## config.mk

```make
export PLATFORM = sky130hd
export DESIGN_NAME = bmst_ctrl
export DESIGN_NICKNAME = d
export VERILOG_FILES = /design/src/rtl/bmst_pkg.sv /design/src/rtl/bmst_ctrl.sv
export SDC_FILE = /design/constraint.sdc
export NUM_CORES = 1
export LEC_CHECK = 0
export ABC_CLOCK_PERIOD_IN_PS = 1500
export BUFFER_PORTS_ARGS = -buffer_cell sky130_fd_sc_hd__buf_4
export CELL_PAD_IN_SITES_DETAIL_PLACEMENT = 1
export CELL_PAD_IN_SITES_GLOBAL_PLACEMENT = 1
export CORE_ASPECT_RATIO = 1.75
export CORE_MARGIN = 5
export CORE_UTILIZATION = 30
export CTS_BUF_LIST = sky130_fd_sc_hd__clkbuf_4 sky130_fd_sc_hd__clkbuf_8
export CTS_CLUSTER_DIAMETER = 60
export CTS_CLUSTER_SIZE = 16
export DETAILED_ROUTE_END_ITERATION = 10
export GPL_TIMING_DRIVEN = 0
export HOLD_SLACK_MARGIN = 0.06
export PLACE_DENSITY = 0.79
export SLEW_MARGIN = 20
export SYNTH_ARGS = -nofsm -noshare
export SYNTH_HDL_FRONTEND = slang
export SYNTH_SLANG_ARGS = --single-unit
```

## constraint.sdc

```tcl
create_clock -name i_clk -period 1.5 [get_ports i_clk]
set_input_delay 0.225 -clock i_clk [delete_from_list [all_inputs] [get_ports i_clk]]
set_output_delay 0.225 -clock i_clk [all_outputs]
set_load 0.05 [all_outputs]
```

## src/rtl/bmst_pkg.sv

```systemverilog
// bmst_pkg: shared constants, codes and controller/datapath structs
// for the boruvka minimum spanning tree engine; depends on nothing
package bmst_pkg;

    localparam int MAX_VERTICES_DEF = 64;
    localparam int MAX_EDGES_DEF    = 256;
    localparam int WEIGHT_BITS_DEF  = 32;

    localparam int VTX_W  = 6;
    localparam int WGT_W  = 32;
    localparam int CFG_W  = 7;
    localparam int RANK_W = 3;

    localparam logic [RANK_W-1:0] RANK_MAX = 3'd7;

    localparam logic FUNC_LOAD = 1'b0;
    localparam logic FUNC_RUN  = 1'b1;

    typedef enum logic [1:0] {
        CSEL_A,
        CSEL_B,
        CSEL_V
    } t_csel;

    typedef struct packed {
        logic  in_ready;
        logic  run_init;
        logic  clr_step;
        logic  round_init;
        logic  idx_inc;
        logic  edge_latch;
        logic  from_cheap;
        logic  find_step;
        logic  find_end_a;
        logic  find_end_b;
        t_csel csel;
        logic  cheap_wr;
        logic  merge_init;
        logic  vtx_inc;
        logic  join_q;
        logic  join_p;
        logic  emit;
        logic  finish;
        logic  st_set;
    } t_cmd;

    typedef struct packed {
        logic in_run;
        logic edge_oor;
        logic find_hit;
        logic roots_eq;
        logic cheap_better;
        logic vtx_valid;
        logic vtx_end;
        logic clr_end;
        logic idx_end;
        logic tcount_gt1;
        logic merged;
        logic pend_valid;
        logic out_free;
    } t_sts;

endpackage

```

## src/rtl/bmst_ctrl.sv

```systemverilog
// bmst_ctrl: sequencer for load, union-find clear, scan and merge rounds, emit
// depends on bmst_pkg
module bmst_ctrl (
    input  logic            i_clk,
    input  logic            i_rst_n,
    input  bmst_pkg::t_sts  i_sts,
    output bmst_pkg::t_cmd  o_cmd
);

    typedef enum logic [4:0] {
        S_IDLE, S_CLR, S_RCHK, S_SRD, S_SWT, S_FAR, S_FAW, S_FBR, S_FBW,
        S_UPR, S_UPW, S_UQR, S_UQW, S_MCHK, S_MWT, S_JQ, S_JP, S_EMIT, S_FIN
    } t_state;

    t_state r_state, n_state;
    logic   r_mrg, n_mrg;
    bmst_pkg::t_cmd w_cmd;

    always_comb begin
        w_cmd   = '0;
        w_cmd.csel = bmst_pkg::CSEL_V;
        n_state = r_state;
        n_mrg   = r_mrg;
        case (r_state)
            S_IDLE: begin
                w_cmd.in_ready = 1'b1;
                if (i_sts.in_run) begin
                    w_cmd.run_init = 1'b1;
                    n_state = S_CLR;
                end
            end
            S_CLR: begin
                w_cmd.clr_step = 1'b1;
                if (i_sts.clr_end) n_state = S_RCHK;
            end
            S_RCHK: begin
                if (i_sts.tcount_gt1) begin
                    w_cmd.round_init = 1'b1;
                    n_state = S_SRD;
                end else begin
                    n_state = S_FIN;
                end
            end
            S_SRD: begin
                if (i_sts.idx_end) begin
                    w_cmd.merge_init = 1'b1;
                    n_state = S_MCHK;
                end else begin
                    n_state = S_SWT;
                end
            end
            S_SWT: begin
                if (i_sts.edge_oor) begin
                    w_cmd.idx_inc = 1'b1;
                    n_state = S_SRD;
                end else begin
                    w_cmd.edge_latch = 1'b1;
                    n_mrg = 1'b0;
                    n_state = S_FAR;
                end
            end
            S_FAR: n_state = S_FAW;
            S_FAW: begin
                if (i_sts.find_hit) begin
                    w_cmd.find_end_a = 1'b1;
                    n_state = S_FBR;
                end else begin
                    w_cmd.find_step = 1'b1;
                    n_state = S_FAR;
                end
            end
            S_FBR: n_state = S_FBW;
            S_FBW: begin
                if (i_sts.find_hit) begin
                    w_cmd.find_end_b = 1'b1;
                    if (r_mrg) begin
                        if (i_sts.roots_eq) begin
                            w_cmd.vtx_inc = 1'b1;
                            n_state = S_MCHK;
                        end else begin
                            n_state = S_JQ;
                        end
                    end else begin
                        if (i_sts.roots_eq) begin
                            w_cmd.idx_inc = 1'b1;
                            n_state = S_SRD;
                        end else begin
                            n_state = S_UPR;
                        end
                    end
                end else begin
                    w_cmd.find_step = 1'b1;
                    n_state = S_FBR;
                end
            end
            S_UPR: begin
                w_cmd.csel = bmst_pkg::CSEL_A;
                n_state = S_UPW;
            end
            S_UPW: begin
                w_cmd.csel = bmst_pkg::CSEL_A;
                w_cmd.cheap_wr = i_sts.cheap_better;
                n_state = S_UQR;
            end
            S_UQR: begin
                w_cmd.csel = bmst_pkg::CSEL_B;
                n_state = S_UQW;
            end
            S_UQW: begin
                w_cmd.csel = bmst_pkg::CSEL_B;
                w_cmd.cheap_wr = i_sts.cheap_better;
                w_cmd.idx_inc = 1'b1;
                n_state = S_SRD;
            end
            S_MCHK: begin
                if (i_sts.vtx_end) begin
                    if (i_sts.merged) begin
                        n_state = S_RCHK;
                    end else begin
                        w_cmd.st_set = 1'b1;
                        n_state = S_FIN;
                    end
                end else if (!i_sts.vtx_valid) begin
                    w_cmd.vtx_inc = 1'b1;
                end else begin
                    n_state = S_MWT;
                end
            end
            S_MWT: begin
                w_cmd.edge_latch = 1'b1;
                w_cmd.from_cheap = 1'b1;
                n_mrg = 1'b1;
                n_state = S_FAR;
            end
            S_JQ: begin
                w_cmd.join_q = 1'b1;
                n_state = S_JP;
            end
            S_JP: begin
                w_cmd.join_p = 1'b1;
                n_state = S_EMIT;
            end
            S_EMIT: begin
                if (!i_sts.pend_valid || i_sts.out_free) begin
                    w_cmd.emit = 1'b1;
                    w_cmd.vtx_inc = 1'b1;
                    n_state = S_MCHK;
                end
            end
            S_FIN: begin
                if (i_sts.out_free) begin
                    w_cmd.finish = 1'b1;
                    n_state = S_IDLE;
                end
            end
            default: n_state = S_IDLE;
        endcase
    end

    always_ff @(posedge i_clk) begin
        if (!i_rst_n) begin
            r_state <= S_IDLE;
            r_mrg   <= 1'b0;
        end else begin
            r_state <= n_state;
            r_mrg   <= n_mrg;
        end
    end

    assign o_cmd = w_cmd;

endmodule

```

==> reports/summary.txt, run 1 <==
Die height - 80.2 um
Post-synthesis area per instance - 6.82 sq um
Grt repair worst endpoint - o_cmd[5]
Ports - 35
Synth Register Bits - 6
Row cnt - 25
Failing step - 5_1_grt
PortBufs - 34
Synth Cell Area - 846 sq um
Synth async-reset ratio - 0%
Starting Density - 31.1%
Initial antenna violation count - 0
HPWL Detailed - 2.82 mm
Top post-synthesis cells by area - dfxtp_1 (14%), and3_1 (5.9%), a21oi_1 (5.3%)
CTS buffer count - 3
CTS Sinks - 6
Clock buffer depth - 2
Post-synth EDFFs - 0
Run-stopping error - [ERROR DPL-0033] detailed placement checks failed during check placement.
Post-synth top cells - nor2_1 (12), a21oi_1 (9), and3_1 (8), nand2_1 (8)
Hold buffers post-CTS - 0
Outcome - aborted with a tool error
H-tree levels - 1
CTS root buf - clkbuf_8
Worst-path end type - primary output
Mapped Cells - 124
Yosys warning total - 0
Seq/Total Area, Yosys - 14.2%
Biggest area consumer among synthesized cells - dfxtp_1
Count leader, synth - nor2_1
Pin count of the biggest net entering global routing - 11
Synth cell types - 43
Die X - 50.1 um
Area after DPL - 1280 sq um
Most used DFF post-synth - dfxtp_1
Syn nets - 142
RD Place Congestion - 0.958
Top-area cell type share of the netlist area - 14.2%
Pre-CTS WS - -0.316 ns
## logic make-up after synthesis
group                    after synthesis  synth area share (%)
adder cells (fa/ha/maj)                3                  4.44
AO/OA/AOI/OAI                         33                  26.9
flip-flops                             6                  14.2
buffers and inverters                 16                  9.47
multiplexers                           1                  1.33
AND/OR/NAND/NOR                       63                  41.6
XOR/XNOR                               2                  2.07
## stage by stage
step           hold slack, ns  instances  util [%]
3_3_place_gp            0.480        185      47.0
3_5_place_dp            0.486        185      47.0
4_1_cts                 0.254        213      69.0
2_1_floorplan           0.343        124         -
## what timing repair did
item	in CTS
setup buffers	26
endpoints found under the setup margin	24
pin swaps	17
resized for setup	89
==> run 2: changes to the inputs <==
==> config.mk (replaced) <==
export PLATFORM = sky130hd
export DESIGN_NAME = bmst_ctrl
export DESIGN_NICKNAME = d
export VERILOG_FILES = /design/src/rtl/bmst_pkg.sv /design/src/rtl/bmst_ctrl.sv
export SDC_FILE = /design/constraint.sdc
export NUM_CORES = 1
export LEC_CHECK = 0
export ABC_CLOCK_PERIOD_IN_PS = 1950
export BUFFER_PORTS_ARGS = -buffer_cell sky130_fd_sc_hd__buf_4
export CORE_MARGIN = 5
export CORE_UTILIZATION = 20
export DETAILED_ROUTE_END_ITERATION = 10
export GPL_TIMING_DRIVEN = 0
export PLACE_DENSITY_LB_ADDON = 0.15
export SLEW_MARGIN = 20
export SYNTH_ARGS = -nofsm -noshare
export SYNTH_HDL_FRONTEND = slang
export SYNTH_SLANG_ARGS = --single-unit
==> constraint.sdc (replaced) <==
create_clock -name i_clk -period 1.95 [get_ports i_clk]
set_input_delay 0.2925 -clock i_clk [delete_from_list [all_inputs] [get_ports i_clk]]
set_output_delay 0.2925 -clock i_clk [all_outputs]
set_load 0.05 [all_outputs]
==> run 2 against run 1 <==
Net effect:
- the flow now finishes without violations
- synthesized cell count unchanged
- synthesized area stayed put
==> reports/summary.txt, run 2 <==
Outcome - finished, final reports clean
Post-synth EDFFs - 0 (unchanged)
First-pass GRT wire length - 5.21 mm
Core area - 4060 sq um
CTS root buf - clkbuf_8
WL per Instance - 15.1 um
Most used DFF post-synth - dfxtp_1
Switch share - 49.9%
Pre-CTS WS - 0.0326 ns (+0.348 ns)
Total power - 1.11 mW
Most frequent cells in the layout - buf_4 (44), nor2_1 (10), and3_1 (8), nand2_1 (8), a21oi_1 (8)
Largest family of logic cells by synthesized area - simple AND/OR/NAND/NOR gates
CTS Sinks - 6 (unchanged)
Fillers - 420
Synth Area in Compound Gates - 26.9% (unchanged)
Starting Density - 20.8% (-10 points)
Final setup skew - 0.000493 ns
Syn nets - 142 (unchanged)
Hold Vio Cnt, Final - 0
Hold buffers post-CTS - 0 (unchanged)
Simple-gate area share of the yosys netlist - 41.6% (unchanged)
Most common cell after layout, fill and taps aside - buf_4
Biggest register - r_state
Pin count of the biggest net entering global routing - 11
1st-iter DRT viols - 26
H-tree levels - 1 (unchanged)
Slew headroom - 67.3%
Die height - 75.0 um (-6.5%)
Comb pwr share - 69.0%
Yosys warning total - 0 (unchanged)
RR Startpoint - r_state[1]
Count leader, synth - nor2_1
Leakage power - 0.615 nW
Final setup fails - 0
Final net count - 187
Total wire length - 3.27 mm
CP cell instances - buf_4 -> nor2_1 -> nand3_1 -> a21oi_4 -> a211o_1 -> buf_6
Gr ovfl total - 0
Max reg flops - 5
Number of antenna diodes - 0
Cell Pwr Density - 799 nW/um^2
Cell Int Power - 554 uW
RD Place Congestion - 0.843 (-12%)
R2R depth - 6
Critical Path RT - 1.66 ns
Critical Path AT - 1.61 ns
RSZ-0062 raised after global routing - yes
Critical Path Start - r_state[1]
Critical Path End - o_cmd[5]
Post-synthesis area per instance - 6.82 sq um (unchanged)
Clock slew at reported path FFs - 0.04 ns
Top-area cell type share of the netlist area - 14.2% (unchanged)
CTS buffer count - 3 (unchanged)
Synth Register Bits - 6 (unchanged)
Clock power share - 17.2%
Clock buffer depth - 2 (unchanged)
GRT Util Overall - 11.9%
Final Slew Violations - 0
Antenna viol nets, final - 0
CP max-delay cell - dfxtp_1
Area Overhead vs Synth - 63.8%
Clock Latency Late Sink - 0.22 ns
Layout cell share with drive strength beyond 1 - 43.7%
PortBufs - 34 (unchanged)
Mapped Cells - 124 (unchanged)
CP Buf/Inv Count - 2
Biggest area consumer among synthesized cells - dfxtp_1
Delay-heaviest family, CP - simple AND/OR/NAND/NOR gates
Row cnt - 23 (-8.0%)
CP endpoint kind - output pin
Ports - 35 (unchanged)
Top flop regs - r_state: 5 flops, r_mrg: 1 flops
CTS tree - done
Seq pwr share - 13.8%
Max-cap violations - 0
Via count - 1121
Synth async-reset ratio - 0% (unchanged)
Worst Setup Start Kind - register
Critical path fanouts, max - 10
Maximum VDD drop - 225 uV
CP peak stage delay - 0.30 ns
Worst R2R End - r_state[0]
Worst-Margin Slew - 0.487 ns
Minimum clock period - 1.91 ns
Net Sw Power - 553 uW
Die X - 75.0 um (+50%)
Synth Area in Adders - 4.44% (unchanged)
Fmax - 525 MHz
Post-synth top cells - nor2_1 (12), a21oi_1 (9), and3_1 (8), nand2_1 (8)
Post-route setup slack - 0.0442 ns
Crit share post-route - 97.7%
Synth cell types - 43 (unchanged)
Synth Cell Area - 846 sq um (unchanged)
Initial antenna violation count - 0
Reg2Reg Setup Slack - 0.25 ns
TritonRoute pass-1 iters - 4
DRC viols - 0
Vias in the first global route - 1098
Top post-synthesis cells by area - dfxtp_1 (14%), and3_1 (5.9%), a21oi_1 (5.3%)
Seq/Total Area, Yosys - 14.2% (unchanged)
Post-synthesis mux area share - 1.33% (unchanged)
Xor and xnor area share after synthesis - 2.07% (unchanged)
HPWL Detailed - 2.53 mm (-10%)
Via/cell ratio - 5.17
Die area - 5630 sq um
Setup Crit Path Kind - reg -> out
Critical path depth - 6
Hold Path Class - in -> reg
-- run 2: cell counts after synthesis --
No cell type changed its count.
-- run 2: worst register-to-register path: cells and delay by family (launching register included) --
kind / cells / cell delay (ns)
AOI/OAI and AO/OA: 2 / 0.30
buffers and inverters: 1 / 0.20
DFF: 1 / 0.32
and+or+nand+nor: 3 / 0.78
-- run 2: per-stage QoR --
step | cell area, sq um | util, % | instances | setup TNS (ns) | hold slack, ns
2_1_floorplan | 902 | - | 124 | -0.318 | 0.410
3_3_place_gp | 1220 | 30.1 | 208 | 0 | 0.550
3_5_place_dp | 1220 | 30.1 | 208 | 0 | 0.555
4_1_cts | 1290 | 31.8 | 211 | -0.232 | 0.324
5_1_grt | 1390 | 34.1 | 217 | -0.0825 | 0.333
6_report | 1390 | 34.1 | 217 | 0 | 0.325
-- run 2: power groups by stage --
stage	clock network, mW	logic (mW)	registers, mW
finish	0.191	0.764	0.152
global route	0.205	0.823	0.154
CTS	0.195	0.728	0.151
detailed placement	0	0.713	0.152
global placement	0	0.719	0.152
floorplan	0	0.529	0.150
-- run 2: logic make-up after synthesis --
group	count (synthesis)
adders and majority gates	3
AOI/OAI and AO/OA	33
buffers and inverters	16
muxes	1
DFF	6
xor gates and xnor gates	2
and+or+nand+nor	63
-- run 2: routing by layer --
metal	part of all wire [%]	GRT usage, %	vias up
met5	0	0	-
met1	45	14.9	542
met4	1.7	3.95	0
met3	3.9	2.80	6
li1	-	-	547
met2	50	20.1	26
-- run 2: cell type report --
cell class | instances | area [sq um] | area share [%]
multi-input combinational | 102 | 732 | 52.8
timing repair buffer | 40 | 308 | 22.2
sequential | 6 | 120 | 8.67
buffer | 12 | 106 | 7.68
tap | 50 | 62.6 | 4.52
clock buffer | 3 | 41.3 | 2.98
inverter | 4 | 15.0 | 1.08
-- run 2: worst min path at each step --
| stage | start | end | slack (ns) | depth (start not counted) |
|---|---|---|---|---|
| after floorplan | i_rst_n | r_mrg | 0.41 | 1 |
| after CTS | i_rst_n | r_mrg | 0.32 | 2 |
| final | i_rst_n | r_mrg | 0.33 | 2 |
| after global placement | i_rst_n | r_mrg | 0.55 | 2 |
| after detailed placement | i_rst_n | r_mrg | 0.55 | 2 |
| after global routing | i_rst_n | r_mrg | 0.33 | 2 |
-- run 2: what timing repair did --
| item | in CTS | in global routing |
|---|---|---|
| resized for setup | 10 | 20 |
| pin swaps | 0 | 3 |
| endpoints found under the setup margin | 10 | 8 |
| buffers inserted | 0 | 6 |
No activity file was read; power rests on OpenSTA's default activity.
